<file path="src/rtl/core/double_mod_prefix_hash_engine_top_macros.svh">
// ----------------------------------------------------------------------------
// Assertion macros for the double-modulus prefix hash engine
// Both expect clk and rst_n in scope; checks are off while in reset.
// ----------------------------------------------------------------------------
`ifndef DOUBLE_MOD_PREFIX_HASH_ENGINE_TOP_MACROS_SVH
`define DOUBLE_MOD_PREFIX_HASH_ENGINE_TOP_MACROS_SVH

// consequent checked in the same cycle as the antecedent
`define DMPH_ASSERT_SAME(name, ante, cons, msg) \
  name: assert property (@(posedge clk) disable iff (!rst_n) (ante) |-> (cons)) \
    else $error(msg);

// consequent checked in the cycle after the antecedent
`define DMPH_ASSERT_NEXT(name, ante, cons, msg) \
  name: assert property (@(posedge clk) disable iff (!rst_n) (ante) |=> (cons)) \
    else $error(msg);

`endif

</file>
<file path="src/rtl/core/dmph_pkg.sv">
// ----------------------------------------------------------------------------
// dmph_pkg
// Shared widths, codes and controller/datapath interface types.
// ----------------------------------------------------------------------------
`default_nettype none

package dmph_pkg;

  localparam int HASH_W      = 30;
  localparam int PROD_W      = 2 * HASH_W;
  localparam int REQ_W       = 2;
  localparam int CHAR_W      = 8;
  localparam int STAT_W      = 2;
  localparam int CFG_DW      = 32;
  localparam int CFG_AW      = 4;
  localparam int MAX_LEN_DEF = 4096;

  localparam logic [HASH_W-1:0] MOD_A_RST  = HASH_W'(127657753);
  localparam logic [HASH_W-1:0] MOD_B_RST  = HASH_W'(987654319);
  localparam logic [HASH_W-1:0] BASE_A_RST = HASH_W'(137);
  localparam logic [HASH_W-1:0] BASE_B_RST = HASH_W'(277);

  // request kinds
  localparam logic [REQ_W-1:0] REQ_APPEND = 2'd0;
  localparam logic [REQ_W-1:0] REQ_QUERY  = 2'd1;
  localparam logic [REQ_W-1:0] REQ_CLEAR  = 2'd2;

  // result status
  localparam logic [STAT_W-1:0] ST_OK    = 2'd0;
  localparam logic [STAT_W-1:0] ST_RANGE = 2'd1;
  localparam logic [STAT_W-1:0] ST_FULL  = 2'd2;

  // register indexes
  localparam logic [1:0] REG_MOD_A  = 2'd0;
  localparam logic [1:0] REG_MOD_B  = 2'd1;
  localparam logic [1:0] REG_BASE_A = 2'd2;
  localparam logic [1:0] REG_BASE_B = 2'd3;

  // table read address select
  localparam logic [1:0] RD_APPEND = 2'd0;
  localparam logic [1:0] RD_QHI    = 2'd1;
  localparam logic [1:0] RD_QLO    = 2'd2;

  typedef struct packed {
    logic              item_load;
    logic              len_clr;
    logic              len_inc;
    logic              rd_en;
    logic [1:0]        rd_sel;
    logic              lat_hi;
    logic              mul_en;
    logic              mul_app;
    logic              red_start;
    logic              wr_en;
    logic              res_load;
    logic              res_hash;
    logic [STAT_W-1:0] res_status;
  } dmph_cmd_t;

  typedef struct packed {
    logic [REQ_W-1:0] req;
    logic             full;
    logic             range_ok;
    logic             red_busy;
  } dmph_sts_t;

endpackage

`default_nettype wire

</file>
<file path="src/rtl/core/dmph_ctrl.sv">
// ----------------------------------------------------------------------------
// dmph_ctrl
// Sequencer for append, query and clear; owns the handshakes.
// ----------------------------------------------------------------------------
`default_nettype none

module dmph_ctrl (
  input  wire logic                clk,
  input  wire logic                rst_n,
  input  wire logic                in_tvalid,
  output logic                     in_tready,
  output logic                     out_tvalid,
  input  wire logic                out_tready,
  input  wire dmph_pkg::dmph_sts_t sts,
  output dmph_pkg::dmph_cmd_t      cmd
);
  import dmph_pkg::*;

  localparam logic [3:0] S_IDLE  = 4'd0;
  localparam logic [3:0] S_DEC   = 4'd1;
  localparam logic [3:0] S_A_RD  = 4'd2;
  localparam logic [3:0] S_A_MUL = 4'd3;
  localparam logic [3:0] S_Q_HI  = 4'd4;
  localparam logic [3:0] S_Q_LO  = 4'd5;
  localparam logic [3:0] S_Q_MUL = 4'd6;
  localparam logic [3:0] S_GO    = 4'd7;
  localparam logic [3:0] S_RED   = 4'd8;
  localparam logic [3:0] S_A_WR  = 4'd9;
  localparam logic [3:0] S_FIN   = 4'd10;

  logic [3:0]        state_r, state_nxt;
  logic              out_valid_r, out_valid_nxt;
  logic [STAT_W-1:0] res_st_r, res_st_nxt;
  logic              res_hash_r, res_hash_nxt;

  always_comb begin
    cmd           = '0;
    state_nxt     = state_r;
    res_st_nxt    = res_st_r;
    res_hash_nxt  = res_hash_r;
    out_valid_nxt = out_valid_r;
    if (out_valid_r && out_tready) begin
      out_valid_nxt = 1'b0;
    end
    unique case (state_r)
      S_IDLE: begin
        if (in_tvalid) begin
          cmd.item_load = 1'b1;
          state_nxt     = S_DEC;
        end
      end
      S_DEC: begin
        res_hash_nxt = 1'b0;
        res_st_nxt   = ST_OK;
        state_nxt    = S_FIN;
        unique case (sts.req)
          REQ_APPEND: begin
            if (sts.full) begin
              res_st_nxt = ST_FULL;
            end else begin
              state_nxt = S_A_RD;
            end
          end
          REQ_QUERY: begin
            if (!sts.range_ok) begin
              res_st_nxt = ST_RANGE;
            end else begin
              res_hash_nxt = 1'b1;
              state_nxt    = S_Q_HI;
            end
          end
          REQ_CLEAR: cmd.len_clr = 1'b1;
          default: ;
        endcase
      end
      S_A_RD: begin
        cmd.rd_en  = 1'b1;
        cmd.rd_sel = RD_APPEND;
        state_nxt  = S_A_MUL;
      end
      S_A_MUL: begin
        cmd.mul_en  = 1'b1;
        cmd.mul_app = 1'b1;
        state_nxt   = S_GO;
      end
      S_Q_HI: begin
        cmd.rd_en  = 1'b1;
        cmd.rd_sel = RD_QHI;
        state_nxt  = S_Q_LO;
      end
      S_Q_LO: begin
        cmd.rd_en  = 1'b1;
        cmd.rd_sel = RD_QLO;
        cmd.lat_hi = 1'b1;
        state_nxt  = S_Q_MUL;
      end
      S_Q_MUL: begin
        cmd.mul_en = 1'b1;
        state_nxt  = S_GO;
      end
      S_GO: begin
        cmd.red_start = 1'b1;
        state_nxt     = S_RED;
      end
      S_RED: begin
        if (!sts.red_busy) begin
          state_nxt = (sts.req == REQ_APPEND) ? S_A_WR : S_FIN;
        end
      end
      S_A_WR: begin
        cmd.wr_en   = 1'b1;
        cmd.len_inc = 1'b1;
        state_nxt   = S_FIN;
      end
      S_FIN: begin
        // hold here until the output register is free
        if (!out_valid_r || out_tready) begin
          cmd.res_load   = 1'b1;
          cmd.res_status = res_st_r;
          cmd.res_hash   = res_hash_r;
          out_valid_nxt  = 1'b1;
          state_nxt      = S_IDLE;
        end
      end
      default: state_nxt = S_IDLE;
    endcase
  end

  always_ff @(posedge clk) begin
    if (!rst_n) begin
      state_r     <= S_IDLE;
      out_valid_r <= 1'b0;
    end else begin
      state_r     <= state_nxt;
      out_valid_r <= out_valid_nxt;
    end
  end

  always_ff @(posedge clk) begin
    res_st_r   <= res_st_nxt;
    res_hash_r <= res_hash_nxt;
  end

  assign in_tready  = (state_r == S_IDLE);
  assign out_tvalid = out_valid_r;

endmodule

`default_nettype wire

</file>
<file path="config.mk">
export PLATFORM = sky130hd
export DESIGN_NAME = dmph_ctrl
export DESIGN_NICKNAME = d
export VERILOG_FILES = /design/src/rtl/core/double_mod_prefix_hash_engine_top_macros.svh /design/src/rtl/core/dmph_pkg.sv /design/src/rtl/core/dmph_ctrl.sv
export SDC_FILE = /design/constraint.sdc
export NUM_CORES = 1
export LEC_CHECK = 0
export BUFFER_PORTS_ARGS = -buffer_cell sky130_fd_sc_hd__clkbuf_2
export CAP_MARGIN = 20
export CORE_MARGIN = 2
export CORE_UTILIZATION = 45
export CTS_CLUSTER_SIZE = 25
export DETAILED_ROUTE_END_ITERATION = 7
export PLACE_DENSITY_LB_ADDON = 0.12
export SLEW_MARGIN = 20
export SYNTH_ARGS = -nofsm -noshare
export SYNTH_HDL_FRONTEND = slang
export SYNTH_SLANG_ARGS = --single-unit
</file>
<file path="constraint.sdc">
create_clock -name clk -period 1.5 [get_ports clk]
set_clock_uncertainty 0.2 [all_clocks]
set_input_delay 0.15 -clock clk [delete_from_list [all_inputs] [get_ports clk]]
set_output_delay 0.15 -clock clk [all_outputs]
set_load 0.01 [all_outputs]
</file>
* Word level (Yosys, flattened, before mapping)
Cells that the tools add are included.
Word-level totals: flip-flop bits (word level) 8, output and inout bits 17, word-level logic and storage cells 53
Operators by class: equality and inequality tests 15, muxes and demuxes 27, reduce and logical (&&, ||, !) cells 7
Operators with widths (number):
- $pmux 4 s10 | 1
- $mux 4 | 7
- $eq 4x3->1 const B | 4
- $mux 1 | 14
- $eq 4x4->1 const B | 3
- $pmux 3 s3 | 1
- $eq 4x2->1 const B | 2
- $pmux 4 s2 | 1
- $ne 2x2->1 const B | 3
- $eq 4x1->1 const B | 1
- $logic_not 4->1 | 1
- $mux 2 | 2
- $pmux 2 s2 | 1
- $reduce_and 3->1 | 1
- $eq 2x1->1 const B | 1
- $eq 2x2->1 const B | 1
- $logic_not 2->1 | 1
- $reduce_or 2->1 | 1
- $logic_and 1x1->1 | 1
- $logic_not 1->1 | 1
- $logic_or 1x1->1 | 1

* Depth between registers and ports, before layout
word-level depth 4, gate-level depth with buffers 5, gate-level depth less buffers 4

* Worst setup path after synthesis
No wires, ideal clock.
path kind register to output, start register state_r[3], end output cmd[12] (netlist name), data arrival time 1299 ps, data required time 1150 ps, slack -149 ps, stages on the path, launching flop included 5, buffers on the path 3, path through dfxtp_1 -> buf_2 -> clkbuf_1 -> nor3b_1 -> buf_4
RTL lines:
- from (decl) | RTL line dmph_ctrl.sv:31 | logic [3:0] state_r, state_nxt;
- from (signal assigned) | RTL line dmph_ctrl.sv:134 | state_r <= state_nxt;
- to (decl) | RTL line dmph_ctrl.sv:15 | output dmph_pkg::dmph_cmd_t cmd

==> metrics.cfg <==
[placed_design]
dp.cells=117
port_buffers=25
dpl.hpwl_mm=1.14
gp_congestion=0.801
dpl_cell_area_um2=807

[layout]
nNetsFinal=125
multi_input_area_um2=454
fillers=75
syn_to_final_growth_pct=73.7
regArea_um2=203
antenna_cells=0
final_cells=130
post-route-util=0.825
drive_above_1_share=0.609
fin_area_um2=1050

[grt]
antenna_found_initial=0
grt_pass1_wl_mm=2.54
grt_overflow_total=0
grt_max_degree=12
grt_usage=0.241
grt_pass1_vias=598

[cts]
cts_tree=yes
root_buffer=clkbuf_4
htreeDepth=1
numCtsBuffers=3
clk_path_buf_depth=2
insertion_delay_ns=0.26
clk_pin_slew_ns=0.06
cts.sinks=8

[drt]
num_vias=734
top_layer_used=met4
antenna_left=0
drt-initial-drc-count=14
finalWirelength_mm=1.92
drc_errors=0
wl_met2_mm=1.02
met1Wirelength_um=779
firstDrtPassIters=4
wire_per_inst_um=14.8
viasPerCell=5.65
met3RoutedLength_um=68

[worst_setup_path]
critPathKind=flip-flop to output port
startpoint_type=flip-flop
cpPeakStageDelay_ns=0.37
worstPathCellList=and4bb_1, and2b_2, and2_4, buf_6
cp_top_family=simple AND/OR/NAND/NOR gates
critPathRequiredTime_ns=1.15
cp_slowest_cell=dfxtp_4
worstPathArrival_ns=1.34
crit_buf_inv=1
cp_max_fo=6
end_kind=output port

[sta]
fmax_mhz=593
rsz0062_at_grt=yes
setup_viol=16
tightest_slew_ns=0.392
fin_hold_ws_ns=0.00797
fin_crit_ns=1.69
min_period_over_period=1.12
max_slew_margin=0.735
slew_violations=0
fin_ws_ns=-0.187
hold_viol=0

[logic_synthesis]
synth_top_area_share=0.166
syn-num-nets=81
synth_area_leaders=dfxtp_1 17%, edfxtp_1 15%, nor3b_1 6.2%
syn_avg_cell_area_um2=8.38
ys_seq_area_frac=0.315
synth_cells=72
syn-cell-area_um2=603
synth_area_leader_cell=dfxtp_1
ys_warn_count=0
synthArstFlopShare=0
synth_edf_count=3
ys.flop_type=dfxtp_1
ys_ff_latch=8
ys_types=34

[floorplan]
die_w_um=40.6
start_util=0.475
rows=13
die_area_um2=1650
die_y_um=40.6
io_pins=26
core_area_um2=1270

[min_path]
hp-class=primary input to flip-flop

[status]
violations=setup timing
status=complete, but fails checks

[power]
peakVddDrop_uv=1260
p_per_area_nw_per_um2=1690
leakage_nw=0.501

[job]
maxCapViolations=0

[worst reg2reg max path, cell delays in order, from the launching register on]
cell and delay (ns):
dfxtp_4 0.36, buf_6 0.12, or4_1 0.49, nor2_1 0.14, o2111a_1 0.18
[flip-flops by register name (all words and copies together) (netlist names)]
name,count
res_hash_r,1
out_tvalid,1
res_st_r,2
state_r,4
[final timing paths]
| path | startpoint | end | slack, ns | cells after the start |
|---|---|---|---|---|
| hold reg to reg | state_r[3]$_SDFFE_PN0P_ | state_r[2]$_SDFFE_PN0P_ | 0.51 | 2 |
| hold / removal | sts[1] | res_st_r[0]$_DFFE_PP_ | 0.008 | 2 |
| setup reg to reg | state_r[1]$_SDFFE_PN0P_ | state_r[0]$_SDFFE_PN0P_ | -0.04 | 4 |
| setup / recovery | state_r[0]$_SDFFE_PN0P_ | cmd[2] | -0.19 | 4 |
[cells by family after synthesis]
| kind of cell | count (synthesis) | synth area share |
|---|---|---|
| buf+inv | 9 | 0.0892 |
| simple gates | 38 | 0.392 |
| compound gates | 15 | 0.172 |
| mux | 1 | 0.0166 |
| xor+xnor | 1 | 0.0145 |
| flops | 8 | 0.315 |
[layout by cell type, fill, tap and decap left out, drive strengths merged]
master	Yosys	final
buf	7	35
clkbuf	1	15
nand2b	5	5
nor2	5	5
o21ai	5	5
nor3b	5	5
dfxtp	5	5
and2	4	4
nand2	4	4
nor3	4	4
edfxtp	3	3
nand3	2	2
and3b	2	2
a21oi	2	2
nor2b	2	2
xnor2	1	1
nor4	1	1
mux2i	1	1
and4bb	1	1
and2b	1	1
inv	1	1
o21a	1	1
o31ai	1	1
a21o	1	1
nor4b	1	1
a221oi	1	1
o311ai	1	1
or4	1	1
o2111a	1	1
a21boi	1	1
o311a	1	1
dlygate4sd3	0	1
[synthesized netlist by cell type (2+ instances only)]
master / n
a21oi_1: 2
and2_1: 4
and3b_1: 2
buf_2: 4
buf_4: 2
dfxtp_1: 5
edfxtp_1: 3
nand2_1: 4
nand2b_1: 5
nand3_1: 2
nor2_1: 5
nor2b_1: 2
nor3_1: 4
nor3b_1: 5
o21ai_1: 4
[repair_timing]
item | CTS | global route
pin swaps | 4 | 6
resized for setup | 15 | 35
hold buffers | 1 | 0
setup buffers | 4 | 4
setup endpoints to repair | 16 | 18
hold endpoints to repair | 2 | 0
[power breakdown]
group / switching (mW) / leakage, nW / internal, mW
registers: 0.0762 / 0.0720 / 0.326
logic: 0.547 / 0.414 / 0.634
clock network: 0.0796 / 0.0150 / 0.102
total: 0.703 / 0.500 / 1.06
[through the flow]
step,power (mW),TNS [ns],setup slack (ns)
after floorplan,0.875,-0.0118,-0.00852
after CTS,1.55,-1.25,-0.149
after global placement,1.17,0,0.0474
after detailed placement,1.18,0,0.0205
after global routing,1.88,-2.53,-0.254
final,1.77,-1.47,-0.187
[layout make-up]
cell class                 instances  area share
clock buffer                       4      0.0251
sequential                         8       0.194
timing repair buffer              47       0.326
inverter                           1     0.00358
multi-input combinational         55       0.434
tap                               15      0.0179
[per-layer routing]
layer	vias to the layer above	global-route usage
met4	0	0.133
met3	6	0.0652
met5	-	0
met2	24	0.401
li1	347	-
met1	357	0.277
Power figures use the tool's default switching activity.
